$ cat config.mk
export PLATFORM = sky130hd
export DESIGN_NAME = udp_over_tcp_frame_parser_top
export DESIGN_NICKNAME = d
export VERILOG_FILES = /design/src/design/uotfp_pkg.sv /design/src/design/uotfp_parser.sv /design/src/design/uotfp_out_reg.sv /design/src/design/udp_over_tcp_frame_parser_top.sv
export SDC_FILE = /design/constraint.sdc
export NUM_CORES = 1
export LEC_CHECK = 0
export BUFFER_PORTS_ARGS = -buffer_cell sky130_fd_sc_hd__buf_2
export CAP_MARGIN = 20
export CORE_ASPECT_RATIO = 1.1
export CORE_MARGIN = 2
export CORE_UTILIZATION = 50
export CTS_CLUSTER_DIAMETER = 80
export DETAILED_ROUTE_END_ITERATION = 12
export PLACE_DENSITY = 0.74
export SLEW_MARGIN = 25
export SYNTH_ARGS = -nofsm -noshare
export SYNTH_HDL_FRONTEND = slang
export SYNTH_SLANG_ARGS = --single-unit
$ cat constraint.sdc
create_clock -name aclk -period 19.02 [get_ports aclk]
set_clock_uncertainty 0.05 [all_clocks]
set_input_delay 3.804 -clock aclk [delete_from_list [all_inputs] [get_ports aclk]]
set_output_delay 3.804 -clock aclk [all_outputs]
set_load 0.01 [all_outputs]
$ cat src/design/uotfp_pkg.sv
// Package for the datagram-over-stream frame parser: result kinds, family codes,
// parse phase encoding and the result record shared by the parser and the output stage.
// No dependencies.
package uotfp_pkg;

    localparam int unsigned BYTE_W = 8;
    localparam int unsigned WORD_W = 16;
    localparam int unsigned ADDR_W = 64;
    localparam int unsigned KIND_W = 3;

    // Result kinds carried on m_result_kind.
    localparam logic [KIND_W-1:0] KIND_PAYLOAD   = 3'd0;
    localparam logic [KIND_W-1:0] KIND_EMPTY     = 3'd1;
    localparam logic [KIND_W-1:0] KIND_PROTO_ERR = 3'd2;
    localparam logic [KIND_W-1:0] KIND_SIZE_ERR  = 3'd3;
    localparam logic [KIND_W-1:0] KIND_STREAM_END = 3'd4;

    // Address family byte values.
    localparam logic [BYTE_W-1:0] FAM_IPV4   = 8'h00;
    localparam logic [BYTE_W-1:0] FAM_IPV6   = 8'h01;
    localparam logic [BYTE_W-1:0] FAM_DOMAIN = 8'h02;

    // Address lengths in bytes.
    localparam logic [WORD_W:0] ADDR_BYTES_V4 = 17'd4;
    localparam logic [WORD_W:0] ADDR_BYTES_V6 = 17'd16;
    localparam logic [WORD_W:0] FIELD_BYTES   = 17'd2;

    typedef enum logic [5:0] {
        PH_FAMILY  = 6'b000001,
        PH_DOMAIN  = 6'b000010,
        PH_ADDR    = 6'b000100,
        PH_PORT    = 6'b001000,
        PH_LEN     = 6'b010000,
        PH_PAYLOAD = 6'b100000
    } phase_t;

    typedef struct packed {
        logic                valid;
        logic [KIND_W-1:0]   kind;
        logic [BYTE_W-1:0]   payload_byte;
        logic                last_of_datagram;
        logic                source_is_ipv6;
        logic [ADDR_W-1:0]   source_addr_high;
        logic [ADDR_W-1:0]   source_addr_low;
        logic [WORD_W-1:0]   source_port;
        logic [WORD_W-1:0]   datagram_length;
    } result_t;

endpackage

$ cat src/design/uotfp_parser.sv
// Frame parser: header state registers, capacity register and the single-pass
// next-state and result logic for one stream byte. Depends on uotfp_pkg.
module uotfp_parser
    import uotfp_pkg::*;
(
    input  logic              aclk,
    input  logic              aresetn,
    input  logic              cfg_wr_en,
    input  logic [WORD_W-1:0] cfg_wr_data,
    input  logic              in_accept,
    input  logic [BYTE_W-1:0] in_byte,
    input  logic              in_end,
    output result_t           res
);

    phase_t             phase_reg, phase_next;
    logic [WORD_W-1:0]  count_reg, count_next;
    logic               ipv6_reg, ipv6_next;
    logic [ADDR_W-1:0]  addr_hi_reg, addr_hi_next;
    logic [ADDR_W-1:0]  addr_lo_reg, addr_lo_next;
    logic [WORD_W-1:0]  port_reg, port_next;
    logic [WORD_W-1:0]  length_reg, length_next;
    logic               oversize_reg, oversize_next;
    logic [WORD_W-1:0]  capacity_reg;
    logic [WORD_W:0]    count_inc;
    logic               emit;
    logic               emit_header;
    logic [KIND_W-1:0]  emit_kind;
    logic               emit_last;

    assign count_inc = {1'b0, count_reg} + 17'd1;

    always_comb begin
        phase_next    = phase_reg;
        count_next    = count_reg;
        ipv6_next     = ipv6_reg;
        addr_hi_next  = addr_hi_reg;
        addr_lo_next  = addr_lo_reg;
        port_next     = port_reg;
        length_next   = length_reg;
        oversize_next = oversize_reg;
        emit          = 1'b0;
        emit_header   = 1'b0;
        emit_kind     = KIND_PAYLOAD;
        emit_last     = 1'b0;

        if (in_accept) begin
            if (in_end) begin
                phase_next    = PH_FAMILY;
                count_next    = '0;
                oversize_next = 1'b0;
                emit          = 1'b1;
                emit_kind     = KIND_STREAM_END;
            end else begin
                unique case (phase_reg)
                    PH_DOMAIN: begin
                        phase_next    = PH_FAMILY;
                        count_next    = '0;
                        oversize_next = 1'b0;
                        emit          = 1'b1;
                        emit_kind     = KIND_PROTO_ERR;
                    end
                    PH_ADDR: begin
                        if (ipv6_reg) begin
                            addr_hi_next = {addr_hi_reg[ADDR_W-BYTE_W-1:0],
                                            addr_lo_reg[ADDR_W-1:ADDR_W-BYTE_W]};
                            addr_lo_next = {addr_lo_reg[ADDR_W-BYTE_W-1:0], in_byte};
                        end else begin
                            addr_lo_next = {32'd0, addr_lo_reg[23:0], in_byte};
                        end
                        count_next = count_inc[WORD_W-1:0];
                        if (count_inc >= (ipv6_reg ? ADDR_BYTES_V6 : ADDR_BYTES_V4)) begin
                            count_next = '0;
                            phase_next = PH_PORT;
                        end
                    end
                    PH_PORT: begin
                        port_next  = {port_reg[BYTE_W-1:0], in_byte};
                        count_next = count_inc[WORD_W-1:0];
                        if (count_inc >= FIELD_BYTES) begin
                            count_next = '0;
                            phase_next = PH_LEN;
                        end
                    end
                    PH_LEN: begin
                        length_next = {length_reg[BYTE_W-1:0], in_byte};
                        count_next  = count_inc[WORD_W-1:0];
                        if (count_inc >= FIELD_BYTES) begin
                            count_next = '0;
                            if (length_next == '0) begin
                                phase_next    = PH_FAMILY;
                                oversize_next = 1'b0;
                                emit          = 1'b1;
                                emit_header   = 1'b1;
                                emit_kind     = KIND_EMPTY;
                            end else begin
                                oversize_next = (length_next > capacity_reg);
                                phase_next    = PH_PAYLOAD;
                            end
                        end
                    end
                    PH_PAYLOAD: begin
                        count_next = count_inc[WORD_W-1:0];
                        emit_last  = (count_inc >= {1'b0, length_reg});
                        if (emit_last) begin
                            phase_next    = PH_FAMILY;
                            count_next    = '0;
                            oversize_next = 1'b0;
                        end
                        if (oversize_reg) begin
                            emit      = emit_last;
                            emit_kind = KIND_SIZE_ERR;
                            emit_last = 1'b0;
                        end else begin
                            emit        = 1'b1;
                            emit_header = 1'b1;
                            emit_kind   = KIND_PAYLOAD;
                        end
                    end
                    default: begin
                        // Waiting for a family byte; unused codes land here too.
                        phase_next    = PH_FAMILY;
                        count_next    = '0;
                        oversize_next = 1'b0;
                        if (in_byte == FAM_IPV4 || in_byte == FAM_IPV6) begin
                            ipv6_next    = (in_byte == FAM_IPV6);
                            addr_hi_next = '0;
                            addr_lo_next = '0;
                            port_next    = '0;
                            length_next  = '0;
                            phase_next   = PH_ADDR;
                        end else if (in_byte == FAM_DOMAIN) begin
                            phase_next = PH_DOMAIN;
                        end else begin
                            emit      = 1'b1;
                            emit_kind = KIND_PROTO_ERR;
                        end
                    end
                endcase
            end
        end
    end

    always_comb begin
        res                  = '0;
        res.valid            = emit;
        res.kind             = emit_kind;
        if (emit_header) begin
            res.payload_byte     = (emit_kind == KIND_PAYLOAD) ? in_byte : '0;
            res.last_of_datagram = emit_last;
            res.source_is_ipv6   = ipv6_next;
            res.source_addr_high = addr_hi_next;
            res.source_addr_low  = addr_lo_next;
            res.source_port      = port_next;
            res.datagram_length  = length_next;
        end
    end

    always_ff @(posedge aclk) begin
        if (!aresetn) begin
            phase_reg    <= PH_FAMILY;
            count_reg    <= '0;
            ipv6_reg     <= 1'b0;
            addr_hi_reg  <= '0;
            addr_lo_reg  <= '0;
            port_reg     <= '0;
            length_reg   <= '0;
            oversize_reg <= 1'b0;
            capacity_reg <= 16'hffff;
        end else begin
            phase_reg    <= phase_next;
            count_reg    <= count_next;
            ipv6_reg     <= ipv6_next;
            addr_hi_reg  <= addr_hi_next;
            addr_lo_reg  <= addr_lo_next;
            port_reg     <= port_next;
            length_reg   <= length_next;
            oversize_reg <= oversize_next;
            if (cfg_wr_en) begin
                capacity_reg <= cfg_wr_data;
            end
        end
    end

    // The address counter never runs past the longest address.
    a_addr_count: assert property (@(posedge aclk) disable iff (!aresetn)
        phase_reg == PH_ADDR |-> count_reg < 16'd16)
        else $error("address byte counter out of range");

    // A payload phase is only entered with a non-zero length.
    a_payload_len: assert property (@(posedge aclk) disable iff (!aresetn)
        phase_reg == PH_PAYLOAD |-> length_reg != '0)
        else $error("payload phase with zero length");

    // The final payload byte returns the parser to the family byte.
    a_last_returns: assert property (@(posedge aclk) disable iff (!aresetn)
        res.valid && res.kind == KIND_PAYLOAD && res.last_of_datagram
        |=> phase_reg == PH_FAMILY && count_reg == '0)
        else $error("parser did not return to family phase after last byte");

    // Error and end results carry no header.
    a_err_no_hdr: assert property (@(posedge aclk) disable iff (!aresetn)
        res.valid && res.kind != KIND_PAYLOAD && res.kind != KIND_EMPTY
        |-> res.source_addr_low == '0 && res.datagram_length == '0 && !res.source_is_ipv6)
        else $error("error result carries header fields");

endmodule

$ cat src/design/uotfp_out_reg.sv
// Result register of the frame parser: holds one result until the consumer takes it,
// and accepts a new one in the same cycle as the old one leaves. Depends on uotfp_pkg.
module uotfp_out_reg
    import uotfp_pkg::*;
(
    input  logic    aclk,
    input  logic    aresetn,
    input  logic    in_accept,
    input  result_t res,
    output logic    s_ready,
    output logic    m_valid,
    input  logic    m_ready,
    output result_t m_res
);

    logic    valid_reg, valid_next;
    result_t data_reg;
    logic    load;

    assign s_ready = !valid_reg || m_ready;
    assign load    = in_accept && res.valid;

    always_comb begin
        valid_next = valid_reg;
        if (load) begin
            valid_next = 1'b1;
        end else if (m_ready) begin
            valid_next = 1'b0;
        end
    end

    always_ff @(posedge aclk) begin
        if (!aresetn) begin
            valid_reg <= 1'b0;
        end else begin
            valid_reg <= valid_next;
        end
    end

    always_ff @(posedge aclk) begin
        if (load) begin
            data_reg <= res;
        end
    end

    assign m_valid = valid_reg;
    assign m_res   = data_reg;

    // A held result is never overwritten while the consumer stalls.
    a_no_overwrite: assert property (@(posedge aclk) disable iff (!aresetn)
        valid_reg && !m_ready |-> !load)
        else $error("result overwritten while stalled");

    // Only defined kinds are presented.
    a_kind_range: assert property (@(posedge aclk) disable iff (!aresetn)
        valid_reg |-> data_reg.kind <= KIND_STREAM_END)
        else $error("undefined result kind presented");

endmodule

$ cat src/design/udp_over_tcp_frame_parser_top.sv
// Top level of the datagram-over-stream frame parser: byte input channel, result
// channel and capacity register port. Depends on uotfp_pkg, uotfp_parser, uotfp_out_reg.
//
//  Channel   Handshake            Payload
//  -------   ------------------   --------------------------------------------------
//  input     s_valid / s_ready    s_stream_byte, s_stream_end
//  result    m_valid / m_ready    m_result_kind, m_payload_byte, m_last_of_datagram,
//                                 m_source_is_ipv6, m_source_addr_high/low,
//                                 m_source_port, m_datagram_length
//  config    cfg_wr_en            cfg_wr_data (buffer capacity, reset 65535)
//
// One stream byte is taken per cycle unless stalled; each byte updates the header
// registers in a single pass and any result it causes appears on m_valid the next cycle.
// Throughput is set by the single result register: s_ready is high whenever that
// register is empty or being emptied in the same cycle, so a stall on the result side
// holds the input only while a result is waiting.
// Reset (aresetn low at a rising edge) returns the parser to waiting for a family
// byte, clears the header registers and sets the capacity to 65535.
module udp_over_tcp_frame_parser_top
    import uotfp_pkg::*;
(
    input  logic              aclk,
    input  logic              aresetn,
    // Capacity register write port.
    input  logic              cfg_wr_en,
    input  logic [WORD_W-1:0] cfg_wr_data,
    // Stream byte input.
    input  logic              s_valid,
    output logic              s_ready,
    input  logic [BYTE_W-1:0] s_stream_byte,
    input  logic              s_stream_end,
    // Result output.
    output logic              m_valid,
    input  logic              m_ready,
    output logic [KIND_W-1:0] m_result_kind,
    output logic [BYTE_W-1:0] m_payload_byte,
    output logic              m_last_of_datagram,
    output logic              m_source_is_ipv6,
    output logic [ADDR_W-1:0] m_source_addr_high,
    output logic [ADDR_W-1:0] m_source_addr_low,
    output logic [WORD_W-1:0] m_source_port,
    output logic [WORD_W-1:0] m_datagram_length
);

    logic    in_accept;
    result_t parse_res;
    result_t out_res;

    // A transaction on the input side completes when both valid and ready are high.
    assign in_accept = s_valid && s_ready;

    // The parser keeps the frame state and works out the result of each byte.
    uotfp_parser u_parser (
        .aclk        (aclk),
        .aresetn     (aresetn),
        .cfg_wr_en   (cfg_wr_en),
        .cfg_wr_data (cfg_wr_data),
        .in_accept   (in_accept),
        .in_byte     (s_stream_byte),
        .in_end      (s_stream_end),
        .res         (parse_res)
    );

    // The result register decouples the consumer's stalls from the byte stream.
    uotfp_out_reg u_out_reg (
        .aclk      (aclk),
        .aresetn   (aresetn),
        .in_accept (in_accept),
        .res       (parse_res),
        .s_ready   (s_ready),
        .m_valid   (m_valid),
        .m_ready   (m_ready),
        .m_res     (out_res)
    );

    assign m_result_kind      = out_res.kind;
    assign m_payload_byte     = out_res.payload_byte;
    assign m_last_of_datagram = out_res.last_of_datagram;
    assign m_source_is_ipv6   = out_res.source_is_ipv6;
    assign m_source_addr_high = out_res.source_addr_high;
    assign m_source_addr_low  = out_res.source_addr_low;
    assign m_source_port      = out_res.source_port;
    assign m_datagram_length  = out_res.datagram_length;

    // An IPv4 source never carries upper address bits.
    a_v4_high_zero: assert property (@(posedge aclk) disable iff (!aresetn)
        m_valid && !m_source_is_ipv6 |-> m_source_addr_high == '0)
        else $error("IPv4 result with upper address bits set");

endmodule

# Word level (Yosys, flattened, before mapping)

Cells that the tools add are included.

Register bits after elaboration: 374
Input bits: 30
Output and inout port bits: 175

Add/subtract/negate cells: 1
$lt $le $gt $ge: 4
Equality and inequality tests: 12
Mux-type cells: 64
Bitwise gates (word level): 3
Reduce and logical (&&, ||, !) cells: 19

Operators by type and width:

| kind                                                   | number |
|---|---|
| 2-to-1 mux 64 bit                                      | 8 |
| case mux 64 bit (2 select lines)                       | 2 |
| 2-to-1 mux 16 bit                                      | 10 |
| case mux 16 bit (2 select lines)                       | 2 |
| case mux 16 bit (3 select lines)                       | 1 |
| 2-to-1 mux 6 bit                                       | 7 |
| case mux 6 bit (5 select lines)                        | 1 |
| 2-to-1 mux 1 bit                                       | 21 |
| adder 16 x 1 -> 17 bit (second input constant)         | 1 |
| >= comparator 17 x 16 -> 1 bit                         | 1 |
| >= comparator 17 bit                                   | 1 |
| >= comparator 17 x 2 -> 1 bit (second input constant)  | 1 |
| greater-than comparator 16 bit                         | 1 |
| zero test 16 bit                                       | 1 |
| 2-to-1 mux 3 bit                                       | 4 |
| inequality test 3 x 2 -> 1 bit (second input constant) | 4 |
| case mux 3 bit (4 select lines)                        | 1 |
| OR reduction 4 bit                                     | 3 |
| OR reduction 5 bit                                     | 2 |
| == test 8 x 1 -> 1 bit (second input constant)         | 1 |
| == test 8 x 2 -> 1 bit (second input constant)         | 1 |
| zero test 8 bit                                        | 1 |
| == test 6 x 2 -> 1 bit (second input constant)         | 1 |
| == test 6 x 3 -> 1 bit (second input constant)         | 1 |
| other kinds (19)                                       | 26 |

# Longest topological paths before layout

Gate-level depths: netlist of the first run.

Depth after elaboration: 8
Depth in mapped cells: 15

# Modules after synthesis

Synthesis of the first run repeated with hierarchy kept, for this count alone.

Cells, all modules: 1338
Area total of the unflattened synthesis: 15169.5 um^2

By module, submodules not included:

| module                        | instances | cells each | area each (um^2) |
|---|---|---|---|
| uotfp_parser                  | 1         | 1158       | 9885.7 |
| uotfp_out_reg                 | 1         | 179        | 5277.6 |
| udp_over_tcp_frame_parser_top | 1         | 1          | 6.3 |

# Worst setup path before layout of the first run

OpenSTA, ideal clock, no wires.

Path type: input port to flip-flop
Start: input s_stream_byte[0]
End: register u_out_reg.data_reg (netlist bit u_out_reg.m_res[0]), enable pin
Library setup time: 0.809 ns
Data arrival time: 13.691 ns
Required time: 18.161 ns
Setup slack: 4.470 ns
Stages on the path: 5
Path buffers: 1
Cells stage by stage: clkbuf_1 -> a21oi_1 -> o21bai_1 -> nor2_1 -> a31oi_1

Word-level cells in the longest chain between the ends: 7
Elaborated cells on any way between the ends: 13
Those cells by class: eq/ne: 2; mux: 7; reduce/logical: 4

RTL lines:

| element                                        | RTL line                                | source |
|---|---|---|
| start: declaration                             | udp_over_tcp_frame_parser_top.sv:30     | `input logic [BYTE_W-1:0] s_stream_byte,` |
| == test 8 x 2 -> 1 bit (tied with other cells) | uotfp_parser.sv:132                     | `end else if (in_byte == FAM_DOMAIN) begin` |
| 2-to-1 mux 1 bit (tied with other cells)       | uotfp_parser.sv:132                     |  |
| 2-to-1 mux 1 bit (on tied branches)            | uotfp_parser.sv:125, uotfp_parser.sv:88 |  |
| case mux 1 bit (4 select lines) *              | uotfp_parser.sv:55                      | `unique case (phase_reg)` |
| 2-to-1 mux 1 bit *                             | uotfp_parser.sv:48                      | `if (in_end) begin` |
| 2-to-1 mux 1 bit *                             | uotfp_parser.sv:47                      | `if (in_accept) begin` |
| logical AND 1 bit *                            | uotfp_out_reg.sv:21                     | `assign load = in_accept && res.valid;` |
| named net u_out_reg.load                       | uotfp_out_reg.sv:18                     | `logic load;` |
| end signal: assignment                         | uotfp_out_reg.sv:42                     | `data_reg <= res;` |
| end: declaration                               | uotfp_out_reg.sv:17                     | `result_t data_reg;` |

The timed path passes the listed nets; every way through them passes the cells marked *.
A chain may end at the register's enable or synchronous reset.

# Final worst setup path of the first run

Start: input m_ready
End: output s_ready

Word-level cells in the longest chain between the ends: 1

RTL lines:

| element            | RTL line                            | source |
|---|---|---|
| start: declaration | udp_over_tcp_frame_parser_top.sv:34 | `input logic m_ready,` |
| logical OR 1 bit   | uotfp_out_reg.sv:20                 | `assign s_ready = !valid_reg \|\| m_ready;` |
| end: declaration   | udp_over_tcp_frame_parser_top.sv:29 | `output logic s_ready,` |

Every way passes these cells.

==> results of run 1 <==
## Yosys cell counts, types with 3 or more instances
master                     count
sky130_fd_sc_hd__clkbuf_1     54
sky130_fd_sc_hd__a21o_1        8
sky130_fd_sc_hd__nand2b_1      7
sky130_fd_sc_hd__and2_1       12
sky130_fd_sc_hd__nor2_1      349
sky130_fd_sc_hd__nor2b_1       5
sky130_fd_sc_hd__o21ai_0      17
sky130_fd_sc_hd__nand3_1      17
sky130_fd_sc_hd__xor2_1        6
sky130_fd_sc_hd__ha_1         34
sky130_fd_sc_hd__a22oi_1     159
sky130_fd_sc_hd__or3_1         3
sky130_fd_sc_hd__o211ai_1     17
sky130_fd_sc_hd__a22o_1        6
sky130_fd_sc_hd__buf_2        20
sky130_fd_sc_hd__nand4_1      11
sky130_fd_sc_hd__buf_6        10
sky130_fd_sc_hd__a21oi_1      15
sky130_fd_sc_hd__inv_1        43
sky130_fd_sc_hd__a31oi_1      10
sky130_fd_sc_hd__dfxtp_1     201
sky130_fd_sc_hd__o21a_1        3
sky130_fd_sc_hd__and3_1        9
sky130_fd_sc_hd__a211oi_1      7
sky130_fd_sc_hd__edfxtp_1    173
sky130_fd_sc_hd__o21ai_2       3
sky130_fd_sc_hd__nand2_1      50
sky130_fd_sc_hd__mux2i_1      11
sky130_fd_sc_hd__o31ai_1       3
sky130_fd_sc_hd__xnor2_1      10
sky130_fd_sc_hd__nor3_1        9
sky130_fd_sc_hd__buf_1         7
sky130_fd_sc_hd__nor4_1        8
## worst max path at each step
stage / startpoint / endpoint / slack [ns] / cells after the start
floorplan: s_stream_byte[0] / u_out_reg.m_res[0] / 4.47 / 5
global placement: m_ready / s_ready / 10.92 / 3
detailed placement: m_ready / s_ready / 10.91 / 3
CTS: m_ready / s_ready / 10.91 / 3
global route: m_ready / s_ready / 10.86 / 3
finish: m_ready / s_ready / 10.91 / 3
## cells by family (layout without fill, tap and decap cells)
kind of cell,count (synthesis),after routing,share of synthesized area
mux,12,12,0.00834
flops,374,374,0.633
compound gates,263,263,0.132
buf+inv,137,321,0.0428
xor+xnor,16,16,0.00962
simple gates,497,497,0.145
fa+ha+maj,34,34,0.0292
## metrics by stage
stage / setup WS, ns / power (mW)
global placement: 10.92 / 0.946
CTS: 10.91 / 1.69
floorplan: 4.47 / 0.923
finish: 10.91 / 1.67
detailed placement: 10.91 / 0.947
global route: 10.86 / 1.73
## routing by layer
| layer | GRT usage | vias up |
|---|---|---|
| li1 | - | 5070 |
| met1 | 0.283 | 5066 |
| met2 | 0.375 | 399 |
| met3 | 0.0395 | 67 |
| met5 | 0 | - |
| met4 | 0.0776 | 0 |
## power by group
| part | total (mW) | internal [mW] | switching (mW) |
|---|---|---|---|
| Clock | 0.745 | 0.440 | 0.304 |
| Combinational | 0.0629 | 0.0185 | 0.0443 |
| Sequential | 0.866 | 0.860 | 0.00639 |
| Total | 1.67 | 1.32 | 0.355 |
## cell type report
class,count,area [um^2]
timing repair buffer,211,1080
fill,2363,11800
clock inverter,16,178
multi-input combinational,822,4760
sequential,374,9220
tap,368,460
inverter,43,164
clock buffer,51,1080
## worst max-delay path, stage by stage
cell and delay [ns]:
sky130_fd_sc_hd__buf_2 0.09, sky130_fd_sc_hd__nand2b_1 0.19, sky130_fd_sc_hd__buf_2 0.17
==> out/results.md, run 1 <==
- status: finished clean
- CTS tree: yes
- start point of the worst hold path: u_parser.capacity_reg[14]
- non-filler instance count after layout: 1885
- count of vias placed by the detailed router: 10602
- CP Capture Type: primary output
- vias per std cell: 5.62
- number of enable flip-flop cells after synthesis: 173
- hold worst-path end: u_parser.capacity_reg[14]
- Final Routed Wirelength: 34.4 mm
- CTS resizes: 0
- most frequent standard cell in the layout excluding fill and tap cells: sky130_fd_sc_hd__nor2_1
- data arrival time at the worst-slack endpoint: 4.26 ns
- buffers added on ports: 204
- latest clock arrival within the worst-skew pair: 0.52 ns
- placement-stage cell area: 15700 um^2
- setup repair bufs after CTS: 0
- ys flop type: sky130_fd_sc_hd__dfxtp_1
- height of the chip: 183 um
- start-to-end type of the worst setup path: in -> out
- Routed met3 length: 2.13 mm
- commonest cells after routing, fill and taps aside: sky130_fd_sc_hd__nor2_1 (346), sky130_fd_sc_hd__buf_2 (204), sky130_fd_sc_hd__dfxtp_1 (201)
- post-synthesis average cell area: 10.9 um^2
- Antenna Violating Nets Remaining: 0
- routed metal-1 wirelength: 14.1 mm
- Syn-to-layout area delta: 16.4%
- worst vdd rail ir drop: 0.0000683 V
- minimum period implied by the final worst setup slack: 8.11 ns
- largest net degree at the start of global routing: 98
- worst min path class: reg -> reg
- per-cell routed wire length: 18.2 um
- detailed-placement wirelength estimate: 22.2 mm
- Leak: 6.53 nW
- met2 routed wirelength: 17.1 mm
- H-tree lvl count: 2
- CTS sink cnt: 374
- Slew HR: 0.288
- final clock period utilization by the worst path: 0.426
- number of failing setup endpoints in the final timing report: 0
- transition at the pin with the smallest max-transition slack: 1.07 ns
- final net count: 1553
- Synth area leaders: sky130_fd_sc_hd__edfxtp_1 (36%), sky130_fd_sc_hd__dfxtp_1 (28%), sky130_fd_sc_hd__nor2_1 (9.0%), sky130_fd_sc_hd__a22oi_1 (8.2%), sky130_fd_sc_hd__ha_1 (2.9%)
- max-cap violations: 0
- vias in the first global route: 10080
- count of unique library cells instantiated by Yosys: 60
- number of hold buffers added after CTS: 0
- Post-Route Utilization: 0.590
- Synth async-reset ratio: 0
- post-route DRC violation count: 0
- area of the die: 30500 um^2
- count of inserted antenna diode cells: 0
- Final Cell Area: 16900 um^2
- max frequency: 0.123 GHz
- final-report max-slew violation count: 0
- number of warnings printed during yosys synthesis: 0
- critical path startpoint category: primary input
- number of stages on the worst hold path: 2
- Mapped Nets: 1397
- placed insts: 1818
- Placer Congestion: 0.906
- IO Count: 205
- Max FO, Critical Path: 6
- dominant cell type by area after synthesis: sky130_fd_sc_hd__edfxtp_1
- clock slew seen by the registers of the worst setup and hold paths: 0.06 ns
- area of the mapped netlist: 14600 um^2
- post-synth top area share: 0.357
- number of flip-flops under the largest register name: 173
- length of the first detailed-routing pass in iterations: 5
- antenna violations before repair: 0
- cell count after synthesis: 1333
- first-pass GRT wire length: 53.9 mm
- standard cell core area: 28700 um^2
- Reg2Reg Capture Point: u_out_reg.m_res[87]
- worst endpoint required time: 15.17 ns
- share of synthesized area occupied by flip-flops and latches: 0.633
- floorplan die width: 167 um
- worst slack on hold paths: 0.443 ns
- initial cell density of the core: 0.507
- register bit total from synthesis: 374
- highest metal layer used by the detailed router: met4
- power density over cell area: 98.8 nW/um^2
- fraction of layout instances using a drive strength above 1: 0.192
- Post-Route Setup TNS: 0 ns
- violation count after the first detailed-routing iteration: 1082
- remaining global-route overflow: 0
- number of cells traversed by the worst register-to-register path: 13
- reg-to-reg setup timing slack: 13.83 ns
- Num CTS Buffers: 37
- startpoint of the worst-slack reg-to-reg timing path: u_parser.count_reg[0]
- maximum count of clock buffers along a single path: 3
- hold violation total from the final report: 0
- global-route usage over all layers: 0.220
- Placement Rows: 65
- clock root cell: sky130_fd_sc_hd__clkbuf_16
- setup repair after global routing missed its margin: false
No activity file was read; power rests on OpenSTA's default activity.
==> inputs of run 2 (changes only) <==
Settings changed: ABC_AREA from default to 1, PLACE_DENSITY 0.74 to 0.76.
Clock period 19.02 ns to 7.4 ns, I/O delays scaled along.
==> out/results.md, run 2 <==
- source of the critical timing path: u_parser.count_reg[0], was m_ready
- most common cell type on the critical path: sky130_fd_sc_hd__nand2_1, was sky130_fd_sc_hd__buf_2
- buffers added on ports: 204, unchanged
- initial cell density of the core: 0.507, about the same
- maximum count of clock buffers along a single path: 3, unchanged
- critical path startpoint category: register, was primary input
- Synth area leaders: sky130_fd_sc_hd__edfxtp_1 (33%), sky130_fd_sc_hd__dfxtp_1 (25%), sky130_fd_sc_hd__nor2_1 (10%), sky130_fd_sc_hd__a21oi_1 (4.5%), sky130_fd_sc_hd__inv_1 (3.8%), was sky130_fd_sc_hd__edfxtp_1 (36%), sky130_fd_sc_hd__dfxtp_1 (28%), sky130_fd_sc_hd__nor2_1 (9.0%), sky130_fd_sc_hd__a22oi_1 (8.2%), sky130_fd_sc_hd__ha_1 (2.9%)
- worst endpoint required time: 7.51 ns, was 15.17 ns
- count of unique library cells instantiated by Yosys: 41, was 60
- number of cells traversed by the worst register-to-register path: 22, was 13
- Syn-to-layout area delta: 15.4%, was 16.4%
- combinational family with the most area after synthesis: simple AND/OR/NAND/NOR gates, unchanged
- share of synthesized area occupied by flip-flops and latches: 0.580, was 0.633
- most heavily used metal layer in global routing: met2, unchanged
- post-place setup slack: 2.31 ns, was 10.91 ns
- sequential cell fraction of total power: 0.513, was 0.517
- clock root cell: sky130_fd_sc_hd__clkbuf_16, unchanged
- max-cap violations: 0, unchanged
- CTS tree: yes, unchanged
- worst min path class: reg -> reg, unchanged
- Worst path max stage delay: 0.78 ns, was 0.19 ns
- startpoint of the worst-slack reg-to-reg timing path: u_parser.count_reg[0], unchanged
- Crit. path cell count: 22, was 3
- GRT met3 Usage: 0.0334, was 0.0395
- Post-Synth Simple-Gate Area: 0.173, was 0.145
- Slew HR: 0.381, was 0.288
- violation count after the first detailed-routing iteration: 1556, was 1082
- cell count after synthesis: 1751, was 1333
- data arrival time at the worst-slack endpoint: 4.83 ns, was 4.26 ns
- Final Cell Area: 18300 um^2, was 16900 um^2
- global-route usage over all layers: 0.233, was 0.220
- global routing met2 resource utilization: 0.386, was 0.375
- height of the chip: 191 um, was 183 um
- placement-stage cell area: 17100 um^2, was 15700 um^2
- most frequent cells after synthesis: sky130_fd_sc_hd__nor2_1 (441), sky130_fd_sc_hd__dfxtp_1 (201), sky130_fd_sc_hd__edfxtp_1 (173), was sky130_fd_sc_hd__nor2_1 (349), sky130_fd_sc_hd__dfxtp_1 (201), sky130_fd_sc_hd__edfxtp_1 (173)
- minimum period implied by the final worst setup slack: 4.72 ns
- share of the synthesized area in compound gates (AO/OA/AOI/OAI): 0.150, was 0.132
- Synth async-reset ratio: 0, unchanged
- start point of the worst hold path: u_parser.capacity_reg[3], was u_parser.capacity_reg[14]
- post-synth top area share: 0.327, was 0.357
- Post-Route Setup TNS: 0 ns, unchanged
- power density over cell area: 240 nW/um^2, was 98.8 nW/um^2
- setup repair bufs after CTS: 0, unchanged
- CTS resizes: 0, unchanged
- number of hold buffers added after CTS: 0, unchanged
- number of warnings printed during yosys synthesis: 0, unchanged
- count of buffering cells on the critical path with inverters included: 3, was 2
- part of the total power dissipated in combinational logic: 0.051, was 0.038
- hold violation total from the final report: 0, unchanged
- cell with the most instances after synthesis: sky130_fd_sc_hd__nor2_1, unchanged
- H-tree lvl count: 2, unchanged
- remaining global-route overflow: 0, unchanged
- worst vdd rail ir drop: 0.000119 V, was 0.0000683 V
- most frequent standard cell in the layout excluding fill and tap cells: sky130_fd_sc_hd__nor2_1, unchanged
- sequence of cells on the critical path: ha_1 > nand2_1 > nor2_1 > nand2_1 > xor2_1 > inv_1 > ha_1 > nand2_1 > nor2_1 > nand3b_1 > nand3_1 > nand2_1 > nand3_1 > nand2_1 > nand2_1 > nand2_1 > nand2_1 > nand2_1 > nand4_1 > nand2_1 > inv_6 > buf_4, was buf_2 > nand2b_1 > buf_2
- CTS sink cnt: 374, unchanged
- met1 track demand over resource: 0.310, was 0.283
- kind of cell with the highest combined delay on the critical path: simple AND/OR/NAND/NOR gates, was buffers and inverters
- post-synthesis average cell area: 9.07 um^2, was 10.9 um^2
- vias per std cell: 5.55, was 5.62
- IO Count: 205, unchanged
- Max FO, Critical Path: 71, was 6
- length of the first detailed-routing pass in iterations: 6, was 5
- final-report max-slew violation count: 0, unchanged
- fraction of layout instances using a drive strength above 1: 0.161, was 0.192
- clock slew seen by the registers of the worst setup and hold paths: 0.06 ns, about the same
- number of enable flip-flop cells after synthesis: 173, unchanged
- Num CTS Buffers: 37, unchanged
- largest net degree at the start of global routing: 113, was 98
- vias in the first global route: 12136, was 10080
- Final Routed Wirelength: 40.2 mm, was 34.4 mm
- status: finished clean, unchanged
- internal power: 3.41 mW, was 1.32 mW
- commonest cells after routing, fill and taps aside: sky130_fd_sc_hd__nor2_1 (438), sky130_fd_sc_hd__buf_2 (204), sky130_fd_sc_hd__dfxtp_1 (201), was sky130_fd_sc_hd__nor2_1 (346), sky130_fd_sc_hd__buf_2 (204), sky130_fd_sc_hd__dfxtp_1 (201)
- post-route DRC violation count: 0, unchanged
- area of the die: 33200 um^2, was 30500 um^2
- first-pass GRT wire length: 62.8 mm, was 53.9 mm
- latest clock arrival within the worst-skew pair: 0.53 ns, was 0.52 ns
- max frequency: 0.212 GHz
- Placer Congestion: 0.884, was 0.906
- floorplan die width: 174 um, was 167 um
- worst-path cell with the longest stage delay: sky130_fd_sc_hd__buf_4, was sky130_fd_sc_hd__nand2b_1
- Clock power frac: 0.436, was 0.445
- start-to-end type of the worst setup path: reg -> reg, was in -> out
- ys flop type: sky130_fd_sc_hd__dfxtp_1, unchanged
- setup repair after global routing missed its margin: false, unchanged
- detailed-placement wirelength estimate: 25.8 mm, was 22.2 mm
- switching power as a share of total power: 0.223, was 0.212
- area of the mapped netlist: 15900 um^2, was 14600 um^2
- Leak: 7.26 nW, was 6.53 nW
- number of stages on the worst hold path: 2, unchanged
- standard cell core area: 31300 um^2, was 28700 um^2
- final clock period utilization by the worst path: 0.638
- net switching power: 0.982 mW, was 0.355 mW
- Placement Rows: 68, was 65
- smallest setup slack after layout: 2.68 ns, was 10.91 ns
- Antenna Violating Nets Remaining: 0, unchanged
- number of failing setup endpoints in the final timing report: 0, unchanged
- CP Capture Type: register, was primary output
- antenna violations before repair: 3, was 0
- proportion of synthesized area in mux cells: 0, was 0.00833
- transition at the pin with the smallest max-transition slack: 0.929 ns, was 1.07 ns
- fraction of the mapped netlist area in adder cells: 0.0268, was 0.0292
- Post-Route Utilization: 0.585, was 0.590
- register bit total from synthesis: 374, unchanged
- count of vias placed by the detailed router: 13065, was 10602
- dominant cell type by area after synthesis: sky130_fd_sc_hd__edfxtp_1, unchanged
- final net count: 1969, was 1553
- Mapped Nets: 1815, was 1397
- number of flip-flops under the largest register name: 173, unchanged
- per-cell routed wire length: 17.1 um, was 18.2 um
- xor-xnor portion of the synthesized cell area: 0.00110, was 0.00962
run 2: cell types whose count changed after synthesis, sizes merged, moves of 42 or more:
| cell | previous run | this run |
|---|---|---|
| a21oi | 15 | 144 |
| inv | 43 | 163 |
| a22oi | 159 | 60 |
| nor2 | 350 | 449 |
| o21ai | 20 | 113 |
| nand2 | 50 | 129 |
| o22ai | 1 | 43 |
run 2: path summary, 6_finish.rpt:
kind	end	slack [ns]
min reg2reg	u_parser.capacity_reg[3]	0.42
max	u_out_reg.m_res[29]	2.68
min	u_parser.capacity_reg[3]	0.42
max reg2reg	u_out_reg.m_res[29]	2.68
run 2: stage by stage:
| stage | cells | hold slack, ns | total power [mW] |
|---|---|---|---|
| floorplan | 1751 | 0.379 | 2.43 |
| global placement | 2286 | 0.396 | 2.52 |
| detailed placement | 2286 | 0.416 | 2.52 |
| CTS | 2353 | 0.427 | 4.42 |
| global route | 2355 | 0.451 | 4.51 |
| finish | 2356 | 0.422 | 4.40 |
run 2: area by class of cell:
class	instances	area, um^2
fillers	2750	13000
clock inverters	25	273
multi-input cells	1112	5600
clock buffers	42	966
well taps	420	526
inverters	164	628
flip-flops and latches	374	9220
diodes	3	7.51
repair buffers	216	1110
run 2: cell families (layout without fill, tap and decap cells):
| kind of cell | Yosys count | count (layout) |
|---|---|---|
| xor gates and xnor gates | 2 | 2 |
| AOI/OAI and AO/OA | 403 | 403 |
| adders and majority gates | 34 | 34 |
| other | 0 | 3 |
| DFF | 374 | 374 |
| and+or+nand+nor | 673 | 673 |
| buffers and inverters | 265 | 447 |
run 2: tightest hold or removal path: stages, from the launching register on:
cell                      delay [ns]
sky130_fd_sc_hd__dfxtp_1        0.30
sky130_fd_sc_hd__inv_1          0.06
sky130_fd_sc_hd__o21ai_0        0.06
run 2: power by group through the flow:
stage               combinational (mW)  sequential [mW]  clock [mW]
finish                           0.223             2.26        1.92
global route                     0.244             2.26        2.01
CTS                              0.224             2.26        1.94
detailed placement               0.223             2.30           0
global placement                 0.219             2.30           0
floorplan                       0.0920             2.33           0
run 2: routing by layer:
metal | up-vias | share of wire | routed length (um)
li1 | 6253 | - | -
met2 | 503 | 0.48 | 19500
met1 | 6219 | 0.42 | 16800
met4 | 0 | 0.033 | 1340
met5 | - | 0 | 0
met3 | 90 | 0.066 | 2650
==> inputs of run 3 (changes only) <==
Settings changed: PLACE_DENSITY 0.76 to 0.74.
Clock period 7.4 ns to 4.7 ns, I/O delays scaled along.
==> out/results.md, run 3 (synthesis gave the netlist of run 2 again) <==
- data arrival time at the worst-slack endpoint: 3.96 ns, was 4.83 ns
- start-to-end type of the worst setup path: reg -> reg, unchanged
- final clock period utilization by the worst path: 0.819, was 0.638
- Antenna Violating Nets Remaining: 0, unchanged
- post-layout total power: 6.90 mW, was 4.40 mW
- max frequency: 0.260 GHz, was 0.212 GHz
- net switching power: 1.53 mW, was 0.982 mW
- floorplan die width: 174 um, unchanged
- placed insts: 2295, was 2286
- setup repair after global routing missed its margin: false, unchanged
- CP Capture Type: register, unchanged
- vias per std cell: 5.52, was 5.55
- Leak: 7.32 nW, was 7.26 nW
- vias in the first global route: 12112, was 12136
- first-pass GRT wire length: 63.3 mm, was 62.8 mm
- standard cell core area: 31300 um^2, unchanged
- Max FO, Critical Path: 77, was 71
- Post-Route Setup TNS: 0 ns, unchanged
- worst slack on hold paths: 0.424 ns, was 0.422 ns
- area of the die: 33200 um^2, unchanged
- length of the first detailed-routing pass in iterations: 5, was 6
- Placement Rows: 68, unchanged
- CTS tree: yes, unchanged
- final net count: 1978, was 1969
- Syn-to-layout area delta: 16.0%, was 15.4%
- IO Count: 205, unchanged
- startpoint of the worst-slack reg-to-reg timing path: u_parser.count_reg[1], was u_parser.count_reg[0]
- Slew HR: 0.329, was 0.381
- hold violation total from the final report: 0, unchanged
- count of fill cells added during filler insertion: 2736, was 2750
- switching power as a share of total power: 0.222, was 0.223
- initial cell density of the core: 0.507, unchanged
- worst endpoint required time: 4.81 ns, was 7.51 ns
- commonest cells after routing, fill and taps aside: sky130_fd_sc_hd__nor2_1 (438), sky130_fd_sc_hd__buf_2 (204), sky130_fd_sc_hd__dfxtp_1 (199), was sky130_fd_sc_hd__nor2_1 (438), sky130_fd_sc_hd__buf_2 (204), sky130_fd_sc_hd__dfxtp_1 (201)
- number of hold buffers added after CTS: 0, unchanged
- Final Routed Wirelength: 40.5 mm, was 40.2 mm
- height of the chip: 191 um, unchanged
- number of flip-flops under the largest register name: 173, unchanged
- worst min path class: reg -> reg, unchanged
- per-cell routed wire length: 17.1 um, about the same
- remaining global-route overflow: 0, unchanged
- fraction of layout instances using a drive strength above 1: 0.165, was 0.161
- clock root cell: sky130_fd_sc_hd__clkbuf_16, unchanged
- maximum count of clock buffers along a single path: 3, unchanged
- max-cap violations: 0, unchanged
- minimum period implied by the final worst setup slack: 3.85 ns, was 4.72 ns
- post-place setup slack: 0.693 ns, was 2.31 ns
- global-route usage over all layers: 0.237, was 0.233
- buffers added on ports: 204, unchanged
- number of failing setup endpoints in the final timing report: 0, unchanged
- source of the critical timing path: u_parser.count_reg[1], was u_parser.count_reg[0]
- Num CTS Buffers: 37, unchanged
- count of vias placed by the detailed router: 13057, was 13065
- smallest setup slack after layout: 0.849 ns, was 2.68 ns
- clock slew seen by the registers of the worst setup and hold paths: 0.06 ns, about the same
- detailed-placement wirelength estimate: 26.5 mm, was 25.8 mm
- non-filler instance count after layout: 2365, was 2356
- Placer Congestion: 0.875, was 0.884
- H-tree lvl count: 2, unchanged
- most frequent standard cell in the layout excluding fill and tap cells: sky130_fd_sc_hd__nor2_1, unchanged
- CTS resizes: 0, unchanged
- final-report max-slew violation count: 0, unchanged
- status: finished clean, unchanged
- violation count after the first detailed-routing iteration: 1291, was 1556
- critical path startpoint category: register, unchanged
- start point of the worst hold path: u_parser.capacity_reg[5], was u_parser.capacity_reg[3]
- antenna violations before repair: 1, was 3
- transition at the pin with the smallest max-transition slack: 1.01 ns, was 0.929 ns
- internal power: 5.37 mW, was 3.41 mW
- largest net degree at the start of global routing: 132, was 113
- sequential cell fraction of total power: 0.515, was 0.513
- latest clock arrival within the worst-skew pair: 0.53 ns, about the same
- setup repair bufs after CTS: 0, unchanged
- power density over cell area: 374 nW/um^2, was 240 nW/um^2
- CTS sink cnt: 374, unchanged
- post-route DRC violation count: 0, unchanged
- worst vdd rail ir drop: 0.000181 V, was 0.000119 V
- Clock power frac: 0.433, was 0.436
- part of the total power dissipated in combinational logic: 0.052, was 0.051
[run 3: layer usage]
metal | wire length [um] | track usage
met1 | 17300 | 0.318
met2 | 19600 | 0.395
met3 | 2350 | 0.0330
met4 | 1260 | 0.0834
met5 | 0 | 0
[run 3: power by group through the flow]
stage          sequential [mW]  clock, mW  combinational (mW)
6_report                  3.55       2.99               0.358
4_1_cts                   3.55       3.02               0.361
5_1_grt                   3.56       3.15               0.390
2_1_floorplan             3.67          0               0.146
3_5_place_dp              3.62          0               0.359
3_3_place_gp              3.62          0               0.352
[run 3: through the flow]
stage,util,cell area [um^2]
finish,0.589,18400
global route,0.589,18400
CTS,0.589,18400
detailed placement,0.550,17200
global placement,0.550,17200
floorplan,-,15900
[run 3: worst paths after layout]
kind | end | slack (ns) | cells after the start
setup / recovery | u_out_reg.m_res[100] | 0.85 | 22
hold / removal | u_parser.capacity_reg[5] | 0.42 | 2
setup reg to reg | u_out_reg.m_res[100] | 0.85 | 22
hold reg to reg | u_parser.capacity_reg[5] | 0.42 | 2
[run 3: layout make-up]
cell class / count / area (um^2) / area share
Inverter: 164 / 627 / 0.0340
Timing Repair Buffer: 225 / 1200 / 0.0653
Antenna cell: 2 / 5.00 / 0.000271
Multi-Input combinational cell: 1112 / 5630 / 0.305
Sequential cell: 374 / 9220 / 0.500
Clock inverter: 21 / 203 / 0.0110
Clock buffer: 47 / 1020 / 0.0551
Tap cell: 420 / 526 / 0.0285
[run 3: worst max-delay path: stages, from the launching register on]
cell and delay (ns):
sky130_fd_sc_hd__dfxtp_2 0.38, sky130_fd_sc_hd__ha_4 0.18, sky130_fd_sc_hd__nand2_4 0.06, sky130_fd_sc_hd__nor2_4 0.16, sky130_fd_sc_hd__nand2_1 0.10, sky130_fd_sc_hd__xor2_1 0.20, sky130_fd_sc_hd__inv_1 0.10, sky130_fd_sc_hd__ha_1 0.30
sky130_fd_sc_hd__nand2_1 0.09, sky130_fd_sc_hd__nor2_1 0.16, sky130_fd_sc_hd__nand3b_1 0.10, sky130_fd_sc_hd__nand3_1 0.09, sky130_fd_sc_hd__nand2_1 0.05, sky130_fd_sc_hd__nand3_1 0.06, sky130_fd_sc_hd__nand2_1 0.06, sky130_fd_sc_hd__nand2_1 0.05
sky130_fd_sc_hd__nand2_1 0.08, sky130_fd_sc_hd__nand2_1 0.10, sky130_fd_sc_hd__nand2_1 0.05, sky130_fd_sc_hd__nand4_1 0.10, sky130_fd_sc_hd__nand2_2 0.12, sky130_fd_sc_hd__clkinvlp_4 0.31, sky130_fd_sc_hd__buf_12 0.37
